`src/hdl/rris_pkg.sv`:
```
// shared types and constants for the round-robin i/o scheduler
// no dependencies; used by every module of the block
`default_nettype none

package rris_pkg;

    localparam int SLOT_W        = 4;
    localparam int SLOT_CNT      = 1 << SLOT_W;
    localparam int NUM_SLOTS_DEF = 16;
    localparam logic [7:0] SLICE_RESET = 8'd5;

    typedef enum logic [1:0] {
        CMD_TICK  = 2'd0,
        CMD_ADMIT = 2'd1,
        CMD_BLOCK = 2'd2,
        CMD_NOP   = 2'd3
    } cmd_t;

    typedef enum logic [1:0] {
        KIND_GRANT = 2'd0,
        KIND_WAKE  = 2'd1,
        KIND_NONE  = 2'd2
    } kind_t;

    typedef enum logic [1:0] {
        LOC_NONE   = 2'd0,
        LOC_RUN    = 2'd1,
        LOC_RETIRE = 2'd2,
        LOC_WAIT   = 2'd3
    } loc_t;

    typedef enum logic [2:0] {
        ST_IDLE,
        ST_DECODE,
        ST_GRANT,
        ST_AGE,
        ST_FLUSH
    } state_t;

    typedef enum logic [3:0] {
        OP_NONE,
        OP_LATCH,
        OP_ADMIT,
        OP_BLOCK,
        OP_ROTATE,
        OP_SWAP,
        OP_GRANT,
        OP_AGE_STEP,
        OP_AGE_END,
        OP_FLUSH
    } op_t;

    typedef struct packed {
        cmd_t cmd;
        logic run_empty;
        logic retire_empty;
        logic front_spent;
        logic age_done;
        logic out_valid;
    } status_t;

    // register index, taken from the word address bit of paddr
    localparam logic ADDR_TIME_SLICE = 1'b0;

endpackage

`default_nettype wire

```
`src/hdl/round_robin_io_scheduler_top.sv`:
```
// A request (start high while busy low) is a tick, an admit or a block. Admit,
// block and unused codes show a single no-action result; so does a tick that
// finds the run queue empty and swaps in the retire queue. Any other tick goes
// through a grant step (skipped when run and retire are both empty) and then
// aging, where the sequencer ages the wait queue one entry a cycle, before its
// last result. Results appear on valid with kind and task_res, at most one per
// cycle, the final one marked by last, and cannot be held off. busy stays high
// until the last result has been shown, so the next request is accepted in the
// cycle after it at the earliest.
// top level: apb register, sequencer and datapath; depends on rris_pkg,
// rris_ctrl and rris_dp
`default_nettype none

module round_robin_io_scheduler_top #(
    parameter int NUM_SLOTS = rris_pkg::NUM_SLOTS_DEF
) (
    input  wire logic                        clk,
    input  wire logic                        rst_n,
    input  wire logic                        start,
    output logic                             busy,
    input  wire logic [1:0]                  cmd,
    input  wire logic [rris_pkg::SLOT_W-1:0] slot,
    input  wire logic [7:0]                  io_ticks,
    output logic                             valid,
    output logic [1:0]                       kind,
    output logic [rris_pkg::SLOT_W-1:0]      task_res,
    output logic                             last,
    input  wire logic                        psel,
    input  wire logic                        penable,
    input  wire logic                        pwrite,
    input  wire logic [2:0]                  paddr,
    input  wire logic [31:0]                 pwdata,
    output logic [31:0]                      prdata,
    output logic                             pready
);

    logic [7:0]        time_slice_reg;
    rris_pkg::op_t     op;
    rris_pkg::status_t stat;
    logic              reg_sel;

    assign pready  = 1'b1;
    assign reg_sel = (paddr[2] == rris_pkg::ADDR_TIME_SLICE);

    always_ff @(posedge clk or negedge rst_n)
    begin
        if (!rst_n)
        begin
            time_slice_reg <= rris_pkg::SLICE_RESET;
        end
        else if (psel && penable && pwrite && reg_sel)
        begin
            time_slice_reg <= pwdata[7:0];
        end
    end

    assign prdata = reg_sel ? {24'd0, time_slice_reg} : 32'd0;

    rris_ctrl u_ctrl (
        .clk   (clk),
        .rst_n (rst_n),
        .start (start),
        .stat  (stat),
        .op    (op),
        .busy  (busy)
    );

    rris_dp #(
        .NUM_SLOTS (NUM_SLOTS)
    ) u_dp (
        .clk        (clk),
        .rst_n      (rst_n),
        .op         (op),
        .cmd        (cmd),
        .slot       (slot),
        .io_ticks   (io_ticks),
        .time_slice (time_slice_reg),
        .stat       (stat),
        .valid      (valid),
        .kind       (kind),
        .task_res   (task_res),
        .last       (last)
    );

endmodule

`default_nettype wire

```
`src/hdl/rris_ctrl.sv`:
```
// sequencer for the scheduler: walks one request through decode, grant,
// aging and result flush; depends on rris_pkg
`default_nettype none

module rris_ctrl (
    input  wire logic               clk,
    input  wire logic               rst_n,
    input  wire logic               start,
    input  wire rris_pkg::status_t  stat,
    output rris_pkg::op_t           op,
    output logic                    busy
);

    rris_pkg::state_t state_reg, state_next;

    always_ff @(posedge clk or negedge rst_n)
    begin
        if (!rst_n)
        begin
            state_reg <= rris_pkg::ST_IDLE;
        end
        else
        begin
            state_reg <= state_next;
        end
    end

    always_comb
    begin
        state_next = state_reg;
        case (state_reg)
            rris_pkg::ST_IDLE:
            begin
                if (start && !stat.out_valid)
                begin
                    state_next = rris_pkg::ST_DECODE;
                end
            end
            rris_pkg::ST_DECODE:
            begin
                if (stat.cmd != rris_pkg::CMD_TICK)
                begin
                    state_next = rris_pkg::ST_FLUSH;
                end
                else if (!stat.run_empty)
                begin
                    state_next = rris_pkg::ST_GRANT;
                end
                else if (!stat.retire_empty)
                begin
                    state_next = rris_pkg::ST_FLUSH;
                end
                else
                begin
                    state_next = rris_pkg::ST_AGE;
                end
            end
            rris_pkg::ST_GRANT: state_next = rris_pkg::ST_AGE;
            rris_pkg::ST_AGE:
            begin
                if (stat.age_done)
                begin
                    state_next = rris_pkg::ST_FLUSH;
                end
            end
            rris_pkg::ST_FLUSH: state_next = rris_pkg::ST_IDLE;
            default:            state_next = rris_pkg::ST_IDLE;
        endcase
    end

    always_comb
    begin
        op = rris_pkg::OP_NONE;
        case (state_reg)
            rris_pkg::ST_IDLE:
            begin
                if (start && !stat.out_valid)
                begin
                    op = rris_pkg::OP_LATCH;
                end
            end
            rris_pkg::ST_DECODE:
            begin
                case (stat.cmd)
                    rris_pkg::CMD_ADMIT: op = rris_pkg::OP_ADMIT;
                    rris_pkg::CMD_BLOCK: op = rris_pkg::OP_BLOCK;
                    rris_pkg::CMD_TICK:
                    begin
                        if (!stat.run_empty)
                        begin
                            op = stat.front_spent ? rris_pkg::OP_ROTATE : rris_pkg::OP_NONE;
                        end
                        else if (!stat.retire_empty)
                        begin
                            op = rris_pkg::OP_SWAP;
                        end
                    end
                    default: op = rris_pkg::OP_NONE;
                endcase
            end
            rris_pkg::ST_GRANT: op = rris_pkg::OP_GRANT;
            rris_pkg::ST_AGE:
                op = stat.age_done ? rris_pkg::OP_AGE_END : rris_pkg::OP_AGE_STEP;
            rris_pkg::ST_FLUSH: op = rris_pkg::OP_FLUSH;
            default:            op = rris_pkg::OP_NONE;
        endcase
    end

    assign busy = (state_reg != rris_pkg::ST_IDLE) || stat.out_valid;

endmodule

`default_nettype wire

```
`src/hdl/rris_dp.sv`:
```
// scheduler datapath: run, retire and wait queues, per-slot counters,
// pending result buffer and result register; depends on rris_pkg
`default_nettype none

module rris_dp #(
    parameter int NUM_SLOTS = rris_pkg::NUM_SLOTS_DEF
) (
    input  wire logic                       clk,
    input  wire logic                       rst_n,
    input  wire rris_pkg::op_t              op,
    input  wire logic [1:0]                 cmd,
    input  wire logic [rris_pkg::SLOT_W-1:0] slot,
    input  wire logic [7:0]                 io_ticks,
    input  wire logic [7:0]                 time_slice,
    output rris_pkg::status_t               stat,
    output logic                            valid,
    output logic [1:0]                      kind,
    output logic [rris_pkg::SLOT_W-1:0]     task_res,
    output logic                            last
);

    localparam int IDX_W = (NUM_SLOTS > 1) ? $clog2(NUM_SLOTS) : 1;
    localparam int CNT_W = $clog2(NUM_SLOTS + 1);
    localparam int SW    = rris_pkg::SLOT_W;

    typedef logic [SW-1:0] slot_t;

    rris_pkg::cmd_t cmd_reg;
    slot_t          slot_reg;
    logic [7:0]     io_reg;

    slot_t run_q_reg [NUM_SLOTS];
    slot_t ret_q_reg [NUM_SLOTS];
    slot_t wait_q_reg[NUM_SLOTS];
    slot_t run_q_next [NUM_SLOTS];
    slot_t ret_q_next [NUM_SLOTS];
    slot_t wait_q_next[NUM_SLOTS];
    logic [CNT_W-1:0] run_cnt_reg, ret_cnt_reg, wait_cnt_reg;
    logic [CNT_W-1:0] run_cnt_next, ret_cnt_next, wait_cnt_next;
    logic [CNT_W-1:0] age_idx_reg, keep_reg, age_idx_next, keep_next;

    logic [7:0] slice_reg [rris_pkg::SLOT_CNT];
    logic [7:0] io_left_reg[rris_pkg::SLOT_CNT];
    logic [7:0] slice_next [rris_pkg::SLOT_CNT];
    logic [7:0] io_left_next[rris_pkg::SLOT_CNT];
    rris_pkg::loc_t loc_reg [rris_pkg::SLOT_CNT];
    rris_pkg::loc_t loc_next[rris_pkg::SLOT_CNT];

    logic           pend_v_reg, pend_v_next;
    rris_pkg::kind_t pend_kind_reg, pend_kind_next;
    slot_t          pend_task_reg, pend_task_next;
    logic           out_v_reg, out_v_next;
    rris_pkg::kind_t out_kind_reg, out_kind_next;
    slot_t          out_task_reg, out_task_next;
    logic           out_last_reg, out_last_next;

    slot_t      front;
    slot_t      new_front;
    slot_t      age_slot;
    logic       slot_ok;
    logic       emit_en;
    rris_pkg::kind_t emit_kind;
    slot_t      emit_task;
    logic [IDX_W-1:0] blk_pos;
    logic [CNT_W-1:0] run_less;

    assign front    = run_q_reg[0];
    assign age_slot = wait_q_reg[age_idx_reg[IDX_W-1:0]];
    assign slot_ok  = (32'(slot_reg) < NUM_SLOTS);
    assign run_less = run_cnt_reg - CNT_W'(1);

    // position of the blocking slot inside the run queue
    always_comb
    begin
        blk_pos = '0;
        for (int i = NUM_SLOTS - 1; i >= 0; i--)
        begin
            if ((CNT_W'(i) < run_cnt_reg) && (run_q_reg[i] == slot_reg))
            begin
                blk_pos = IDX_W'(i);
            end
        end
    end

    always_comb
    begin
        run_q_next    = run_q_reg;
        ret_q_next    = ret_q_reg;
        wait_q_next   = wait_q_reg;
        run_cnt_next  = run_cnt_reg;
        ret_cnt_next  = ret_cnt_reg;
        wait_cnt_next = wait_cnt_reg;
        age_idx_next  = age_idx_reg;
        keep_next     = keep_reg;
        slice_next    = slice_reg;
        io_left_next  = io_left_reg;
        loc_next      = loc_reg;
        new_front     = front;
        emit_en       = 1'b0;
        emit_kind     = rris_pkg::KIND_GRANT;
        emit_task     = front;

        case (op)
            rris_pkg::OP_LATCH:
            begin
                age_idx_next = '0;
                keep_next    = '0;
            end
            rris_pkg::OP_ADMIT:
            begin
                if (slot_ok && (loc_reg[slot_reg] == rris_pkg::LOC_NONE))
                begin
                    slice_next[slot_reg] = time_slice;
                    run_q_next[run_cnt_reg[IDX_W-1:0]] = slot_reg;
                    run_cnt_next = run_cnt_reg + CNT_W'(1);
                    loc_next[slot_reg] = rris_pkg::LOC_RUN;
                end
            end
            rris_pkg::OP_BLOCK:
            begin
                if (slot_ok && (loc_reg[slot_reg] == rris_pkg::LOC_RUN))
                begin
                    for (int i = 0; i < NUM_SLOTS - 1; i++)
                    begin
                        if (IDX_W'(i) >= blk_pos)
                        begin
                            run_q_next[i] = run_q_reg[i+1];
                        end
                    end
                    run_cnt_next = run_less;
                    io_left_next[slot_reg] = io_reg;
                    wait_q_next[wait_cnt_reg[IDX_W-1:0]] = slot_reg;
                    wait_cnt_next = wait_cnt_reg + CNT_W'(1);
                    loc_next[slot_reg] = rris_pkg::LOC_WAIT;
                end
            end
            rris_pkg::OP_ROTATE:
            begin
                for (int i = 0; i < NUM_SLOTS - 1; i++)
                begin
                    run_q_next[i] = run_q_reg[i+1];
                end
                if (run_less == '0)
                begin
                    // run drains: retire plus the old front becomes the run queue
                    run_q_next = ret_q_reg;
                    run_q_next[ret_cnt_reg[IDX_W-1:0]] = front;
                    ret_q_next   = run_q_reg;
                    run_cnt_next = ret_cnt_reg + CNT_W'(1);
                    ret_cnt_next = '0;
                    for (int s = 0; s < rris_pkg::SLOT_CNT; s++)
                    begin
                        if (loc_reg[s] == rris_pkg::LOC_RETIRE)
                        begin
                            loc_next[s] = rris_pkg::LOC_RUN;
                        end
                    end
                    new_front = (ret_cnt_reg == '0) ? front : ret_q_reg[0];
                end
                else
                begin
                    ret_q_next[ret_cnt_reg[IDX_W-1:0]] = front;
                    ret_cnt_next = ret_cnt_reg + CNT_W'(1);
                    run_cnt_next = run_less;
                    loc_next[front] = rris_pkg::LOC_RETIRE;
                    new_front = run_q_reg[1 % NUM_SLOTS];
                end
                slice_next[new_front] = time_slice;
            end
            rris_pkg::OP_SWAP:
            begin
                run_q_next   = ret_q_reg;
                ret_q_next   = run_q_reg;
                run_cnt_next = ret_cnt_reg;
                ret_cnt_next = run_cnt_reg;
                for (int s = 0; s < rris_pkg::SLOT_CNT; s++)
                begin
                    if (loc_reg[s] == rris_pkg::LOC_RETIRE)
                    begin
                        loc_next[s] = rris_pkg::LOC_RUN;
                    end
                end
                slice_next[ret_q_reg[0]] = time_slice;
            end
            rris_pkg::OP_GRANT:
            begin
                if (slice_reg[front] != 8'd0)
                begin
                    slice_next[front] = slice_reg[front] - 8'd1;
                    emit_en   = 1'b1;
                    emit_kind = rris_pkg::KIND_GRANT;
                    emit_task = front;
                end
            end
            rris_pkg::OP_AGE_STEP:
            begin
                age_idx_next = age_idx_reg + CNT_W'(1);
                if (io_left_reg[age_slot] <= 8'd1)
                begin
                    io_left_next[age_slot] = 8'd0;
                    slice_next[age_slot]   = time_slice;
                    run_q_next[run_cnt_reg[IDX_W-1:0]] = age_slot;
                    run_cnt_next = run_cnt_reg + CNT_W'(1);
                    loc_next[age_slot] = rris_pkg::LOC_RUN;
                    emit_en   = 1'b1;
                    emit_kind = rris_pkg::KIND_WAKE;
                    emit_task = age_slot;
                end
                else
                begin
                    io_left_next[age_slot] = io_left_reg[age_slot] - 8'd1;
                    wait_q_next[keep_reg[IDX_W-1:0]] = age_slot;
                    keep_next = keep_reg + CNT_W'(1);
                end
            end
            rris_pkg::OP_AGE_END: wait_cnt_next = keep_reg;
            default: ;
        endcase
    end

    // one result is held back so the final one can carry last
    always_comb
    begin
        pend_v_next    = pend_v_reg;
        pend_kind_next = pend_kind_reg;
        pend_task_next = pend_task_reg;
        out_v_next     = 1'b0;
        out_kind_next  = pend_kind_reg;
        out_task_next  = pend_task_reg;
        out_last_next  = 1'b0;
        if (emit_en)
        begin
            out_v_next     = pend_v_reg;
            pend_v_next    = 1'b1;
            pend_kind_next = emit_kind;
            pend_task_next = emit_task;
        end
        else if (op == rris_pkg::OP_FLUSH)
        begin
            out_v_next    = 1'b1;
            out_last_next = 1'b1;
            pend_v_next   = 1'b0;
            if (!pend_v_reg)
            begin
                out_kind_next = rris_pkg::KIND_NONE;
                out_task_next = '0;
            end
        end
    end

    always_ff @(posedge clk or negedge rst_n)
    begin
        if (!rst_n)
        begin
            run_cnt_reg  <= '0;
            ret_cnt_reg  <= '0;
            wait_cnt_reg <= '0;
            age_idx_reg  <= '0;
            keep_reg     <= '0;
            pend_v_reg   <= 1'b0;
            out_v_reg    <= 1'b0;
            for (int s = 0; s < rris_pkg::SLOT_CNT; s++)
            begin
                loc_reg[s] <= rris_pkg::LOC_NONE;
            end
        end
        else
        begin
            run_cnt_reg  <= run_cnt_next;
            ret_cnt_reg  <= ret_cnt_next;
            wait_cnt_reg <= wait_cnt_next;
            age_idx_reg  <= age_idx_next;
            keep_reg     <= keep_next;
            pend_v_reg   <= pend_v_next;
            out_v_reg    <= out_v_next;
            loc_reg      <= loc_next;
        end
    end

    always_ff @(posedge clk)
    begin
        if (op == rris_pkg::OP_LATCH)
        begin
            cmd_reg  <= rris_pkg::cmd_t'(cmd);
            slot_reg <= slot;
            io_reg   <= io_ticks;
        end
        run_q_reg     <= run_q_next;
        ret_q_reg     <= ret_q_next;
        wait_q_reg    <= wait_q_next;
        slice_reg     <= slice_next;
        io_left_reg   <= io_left_next;
        pend_kind_reg <= pend_kind_next;
        pend_task_reg <= pend_task_next;
        out_kind_reg  <= out_kind_next;
        out_task_reg  <= out_task_next;
        out_last_reg  <= out_last_next;
    end

    // fields in status_t order: cmd, run_empty, retire_empty, front_spent,
    // age_done, out_valid
    assign stat = {cmd_reg,
                   (run_cnt_reg == '0),
                   (ret_cnt_reg == '0),
                   (slice_reg[front] == 8'd0),
                   (age_idx_reg == wait_cnt_reg),
                   out_v_reg};

    assign valid    = out_v_reg;
    assign kind     = out_kind_reg;
    assign task_res = out_task_reg;
    assign last     = out_last_reg;

endmodule

`default_nettype wire

```
`config.mk`:
```
export PLATFORM = sky130hd
export DESIGN_NAME = round_robin_io_scheduler_top
export DESIGN_NICKNAME = d
export VERILOG_FILES = /design/src/hdl/rris_pkg.sv /design/src/hdl/round_robin_io_scheduler_top.sv /design/src/hdl/rris_ctrl.sv /design/src/hdl/rris_dp.sv
export SDC_FILE = /design/constraint.sdc
export NUM_CORES = 2
export LEC_CHECK = 0
export ABC_CLOCK_PERIOD_IN_PS = 5670
export BUFFER_PORTS_ARGS = -buffer_cell sky130_fd_sc_hd__buf_2
export CAP_MARGIN = 20
export CORE_ASPECT_RATIO = 1.4
export CORE_MARGIN = 2
export CORE_UTILIZATION = 58
export DETAILED_ROUTE_END_ITERATION = 10
export PLACE_DENSITY = 0.78
export SLEW_MARGIN = 5
export SYNTH_ARGS = -nofsm -noshare
export SYNTH_HDL_FRONTEND = slang
export SYNTH_SLANG_ARGS = --single-unit
```
`constraint.sdc`:
```
create_clock -name clk -period 5.67 [get_ports clk]
set_input_delay 0.8505 -clock clk [delete_from_list [all_inputs] [get_ports clk]]
set_output_delay 0.8505 -clock clk [all_outputs]
set_load 0.01 [all_outputs]
```
After elaboration in Yosys (flattened, before gate mapping):

Index checks and enable logic that the tools add are counted.

* eq/ne operators: 72
* $lt $le $gt $ge: 51
* add/subtract/negate cells: 8
* multiplexer cells: 163
* reduce and logical (&&, ||, !) cells: 72
* bitwise logic cells: 23

Operators by type and width (count)
* 128-bit bitwise mux: 7
* 128-bit 2-to-1 mux: 5
* 128-bit case mux with 5 select lines: 1
* 64-bit 2-to-1 mux: 6
* 64-bit bitwise mux: 5
* 60-bit case mux with 5 select lines: 1
* 128-bit case mux with 2 select lines: 1
* 64-bit case mux with 2 select lines: 2
* 4-bit 2-to-1 mux: 47
* 8-bit demux with 4-bit select: 5
* 32-bit case mux with 5 select lines: 1
* 128-bit AND: 1
* 32-bit 2-to-1 mux: 4
* 128-bit NOT: 1
* 8-bit 2-to-1 mux: 10
* 5-bit AND reduction: 15
* 8-bit binary-select mux with 4-bit select: 2
* 4-bit demux with 4-bit select: 4
* 4-bit equality test: 16
* 60-bit 2-to-1 mux: 1
* 5-bit >= comparator, second input constant: 10
* 4-bit NOT with 5-bit output: 10
* 16-bit AND: 3
* 2-bit 2-to-1 mux: 24
* 57 further kinds: 207

* register bits after elaboration: 545
* output and inout bits: 42

Longest topological paths before layout:

* word-level depth: 22
* depth in mapped cells: 21

Cells and area by module:

From an unflattened synthesis, not the netlist that was laid out.

* cells, all modules: 3668
* area total of the unflattened synthesis: 35340.1 µm²

Modules (own cells, without submodules)
* rris_dp: times used 1, sequential area each 15640.0 µm², area an instance 34465.6 µm², cells an instance 3577
* round_robin_io_scheduler_top: times used 1, sequential area each 202.7 µm², area an instance 581.8 µm², cells an instance 52
* rris_ctrl: times used 1, sequential area each 75.1 µm², area an instance 292.8 µm², cells an instance 39

Worst setup path after synthesis:

OpenSTA, ideal clock, no wires.

* path kind: reg-to-reg
* start point: register u_dp.run_q_reg, in the netlist u_dp.front[0]
* end point: register u_dp.loc_reg[21] (netlist bit)
* arrival time: 6.106 ns
* cell stages (with the launch flop): 18
* library setup time: 0.085 ns
* period minus slack after synthesis: 6.191 ns
* path slack: -0.521 ns
* path through: edfxtp_1 -> buf_4 -> buf_2 -> buf_2 -> mux4_2 -> mux4_2 -> inv_1 -> ha_1 -> or4b_4 -> nor3_4 -> a21o_1 -> buf_4 -> nand2_4 -> inv_2 -> buf_6 -> clkbuf_1 -> o21ai_0 -> a31oi_1

* cells in the longest elaborated chain, start to end: 12

RTL lines
* start: declaration: RTL line rris_dp.sv:32 `slot_t run_q_reg [NUM_SLOTS];`
* start signal: assignment: RTL line rris_dp.sv:288 `run_q_reg <= run_q_next;`
* 4-bit NOT with 5-bit output (not written as such) *: RTL line rris_dp.sv:165, rris_dp.sv:305
* 8-bit binary-select mux with 4-bit select: RTL line rris_dp.sv:305 `(slice_reg[front] == 8'd0),`
* 8-bit 2-to-1 mux (not written as such) (2 in series): RTL line rris_dp.sv:305
* 8-bit logical NOT: RTL line rris_dp.sv:305
* 3-bit 2-to-1 mux: RTL line rris_ctrl.sv:91 `op = stat.front_spent ? rris_pkg::OP_ROTATE : rris_pkg::OP_NONE;`
* 4-bit 2-to-1 mux: RTL line rris_ctrl.sv:89 `if (!stat.run_empty)`
* 4-bit case mux with 3 select lines: RTL line rris_ctrl.sv:84 `case (stat.cmd)`
* 4-bit case mux with 5 select lines: RTL line rris_ctrl.sv:74 `case (state_reg)`
* 4-bit by 2-bit equality test with 1-bit output / 4-bit by 3-bit equality test with 1-bit output (equally long branches): RTL line rris_dp.sv:103 `case (op)`
* 5-bit nonzero test (no source line) / 2-bit by 1-bit inequality test with 1-bit output (equally long branches)
* 4-bit AND reduction (no source line)
* end signal: indexed assignment: RTL line rris_dp.sv:264 `loc_reg[s] <= rris_pkg::LOC_NONE;`
* end signal: assignment: RTL line rris_dp.sv:276 `loc_reg <= loc_next;`
* end: declaration: RTL line rris_dp.sv:46 `rris_pkg::loc_t loc_reg [rris_pkg::SLOT_CNT];`

Mark *: on every way between the ends. The rest lies on a longest branch, timed or not. The select of a mux whose other input is x is not followed.
A chain may end at the register's enable or synchronous reset.

==> flow_metrics.tcl <==
set metrics [dict create \
    status "finished with violations" \
    failed_checks "setup timing" \
    drv_slew 0 \
    yosysSeqAreaShare 0.434 \
    ios 97 \
    io_buffers 45 \
    grt_usage 0.443 \
    cts_buffers 55 \
    clock.fmax_mhz 176 \
    combinationalPowerShare 0.532 \
    finalWirelength_mm 149 \
    synth_seq_cells 544 \
    rsz0062_at_grt "no" \
    grt_pass1_vias 33900 \
    p_sw_frac 0.485 \
    fp.dieW_um 217 \
    worstPathArrival_ps 6140 \
    instances_no_fill 4842 \
    insertion_delay_ps 670 \
    yosys_warnings 0 \
    multi_input_area_um2 19000 \
    areaGrowthSynthToFinish_pct 9.22 \
    cap_violations 0 \
    antenna_found_initial 2 \
    cts_hold_buf 0 \
    start_kind "flop" \
    seqCellArea_um2 15900 \
    dp_hpwl_mm 99.7 \
    crit_path_max_incr_delay_ps 650 \
    clockBufferDepth 3 \
    drive_gt1_frac 0.132 \
    design.core.area_um2 62900 \
    route.detailed.drc 0 \
    cp_slowest_cell "nor2_4" \
    clkTransAtPathRegs_ps 70 \
    grt_pass1_wl_mm 217 \
    required_ps 6120 \
    h-tree-depth 2 \
    clkPwrFrac 0.167 \
    finalSetupViolCount 2 \
    routedWlPerCell_um 30.7 \
    slew_headroom 0.188 \
    power.total_mw 22.7 \
    num_rows 109 \
    clock-root-buffer "clkbuf_16" \
    vias 36600 \
    netlist_instances 4002 \
    place_ws_ps 199 \
    seqPwrFrac 0.301 \
    synth_flop_cell "edfxtp_1" \
    syn_area_per_cell_um2 9.17 \
    cts_num_sinks 544 \
    period_needed_ps 5690 \
    worstSetupPathType "flop to flop" \
    drt-initial-drc-count 6902 \
    fp.dieH_um 302 \
    fillers 5198 \
    ir_drop_uv 319 \
    p_sw_mw 11.0 \
    end_kind "flop" \
    vias_per_cell 7.56 \
    grt_start_max_net_pins 148 \
    finalCritPeriodShare 1.00 \
    p_leak_nw 14.0 \
    p_int_mw 11.7 \
    tightest_slew_ps 1220 \
    cts_tree "done" \
    crit_chain "buf_4 > mux2i_1 > a22oi_2 > and3_1 > nor2_4 > mux2_2 > o221ai_1 > inv_1 > ha_1 > o21a_1 > a31oi_4 > buf_4 > nand2_1 > o221ai_1" \
    synth_edf_count 467 \
    first_pass_iters 10 \
    nets 4042 \
    crit_fanout 21 \
    postCtsResizedCells 0 \
    startpoint "u_dp.age_idx_reg[1]" \
    async_flop_share 0.129 \
    power_density_nw_per_um2 567 \
    hp-class "input port to async pin" \
    fin_skew_ps 38.3 \
    dieArea_um2 65300 \
    wl_met3_mm 20.9 \
    routed.top_layer "met5" \
    drt-met1-wl_mm 49.1 \
    place_inst 4733 \
    netlist_area_um2 36700 \
    final.setup.worst_slack_ps -22.4 \
    place.gp.congestion 1.05 \
    hold_viol 0 \
    reg2reg_from "u_dp.age_idx_reg[1]" \
    ant_nets 0 \
    wl_met2_mm 65.0 \
    grt_overflow 0 \
    start_util 0.583 \
    ys_types 102 \
]
[routing by layer]
| metal | vias to the layer above | global-route usage |
|---|---|---|
| li1 | 15200 | - |
| met1 | 17000 | 0.540 |
| met4 | 2 | 0.331 |
| met3 | 871 | 0.115 |
| met2 | 3586 | 0.679 |
| met5 | - | 0 |
[stage by stage]
step	instance area [um2]	setup TNS (ps)	util	hold slack, ps
floorplan	36800	0	-	429
global placement	38200	0	0.608	435
detailed placement	38200	0	0.608	449
CTS	40000	0	0.636	42.1
global route	40100	0	0.637	55.8
finish	40100	-28.0	0.637	47.6
[worst max-delay path, delay by kind of cell (launching register included)]
family	cells	cell delay, ps
compound gates	5	1750
fa+ha+maj	1	240
buf+inv	3	680
flops	1	360
mux	2	930
simple gates	3	1460
[worst paths after layout]
| kind | to | slack (ps) | cells after the start |
|---|---|---|---|
| worst max-delay path | u_dp.io_left_reg[100] | -20 | 14 |
| worst min-delay path | u_dp.loc_reg[9] | 50 | 1 |
| worst max register to register | u_dp.io_left_reg[100] | -20 | 14 |
| worst min register to register | u_dp.task_res[0] | 460 | 1 |
| max in group asynchronous | u_dp.keep_reg[2] | 4470 | 2 |
| min in group clk | u_dp.slot_reg[2] | 360 | 1 |
[layout by cell type (no fill, tap or decap), types with 35 or more instances in the layout]
master,synthesis,routed
o21ai_1,53,53
a31oi_1,37,37
xnor2_1,37,37
a32oi_1,54,54
nor3_1,76,76
buf_2,72,44
o22ai_1,99,99
o221ai_1,69,68
dfrtp_1,68,68
nand3_1,158,158
a222oi_1,35,35
o211ai_1,35,35
a22oi_1,44,44
nor2b_1,42,42
edfxtp_1,467,467
nand2_1,483,480
mux4_2,62,62
buf_4,41,209
a21oi_1,342,341
clkbuf_16,0,57
mux2_2,35,35
o21ai_0,346,346
a221o_1,66,66
nor2_1,381,376
xor2_1,49,49
inv_1,65,65
mux2i_1,100,100
o31ai_1,61,61
[power by group through the flow]
stage          sequential, mW  clock [mW]  combinational (mW)
2_1_floorplan            6.26           0                7.68
3_3_place_gp             6.80           0                11.2
3_5_place_dp             6.82           0                11.4
4_1_cts                  6.75        3.78                11.5
5_1_grt                  6.86        3.91                12.6
6_report                 6.83        3.80                12.1
[layout make-up]
type / instances / area share
clock buffers: 68 / 0.0369
well taps: 832 / 0.0260
clock inverters: 33 / 0.00749
repair buffers: 269 / 0.0518
inverters: 68 / 0.00640
diodes: 2 / 0.000125
multi-input cells: 3026 / 0.474
flip-flops and latches: 544 / 0.397
[Yosys cell counts, types with 62 or more instances]
master	n	area, um2
nand2_1	483	1810
edfxtp_1	467	14000
nor2_1	381	1430
o21ai_0	346	1730
a21oi_1	342	1710
clkbuf_1	228	856
nand3_1	158	791
mux2i_1	100	1000
o22ai_1	99	619
nor3_1	76	380
buf_2	72	360
o221ai_1	69	604
dfrtp_1	68	1700
a221o_1	66	661
inv_1	65	244
mux4_2	62	1400
[timing repair]
action / CTS / global route
setup endpoints to repair: 0 / 130
buffers inserted: 0 / 1
endpoints found under the hold margin: 0 / 0
[cells by family (layout without fill, tap and decap cells)]
| family | Yosys count | in the layout | share of synthesized area |
|---|---|---|---|
| AO/OA/AOI/OAI | 1399 | 1399 | 0.250 |
| XOR/XNOR | 86 | 86 | 0.0205 |
| adder cells (fa/ha/maj) | 23 | 23 | 0.00784 |
| buffers and inverters | 455 | 438 | 0.0544 |
| flip-flops | 544 | 544 | 0.434 |
| multiplexers | 198 | 198 | 0.0764 |
| other | 2 | 27 | 0.000205 |
| AND/OR/NAND/NOR | 1295 | 1295 | 0.157 |
Note: power is estimated with default switching activity, not from simulation.
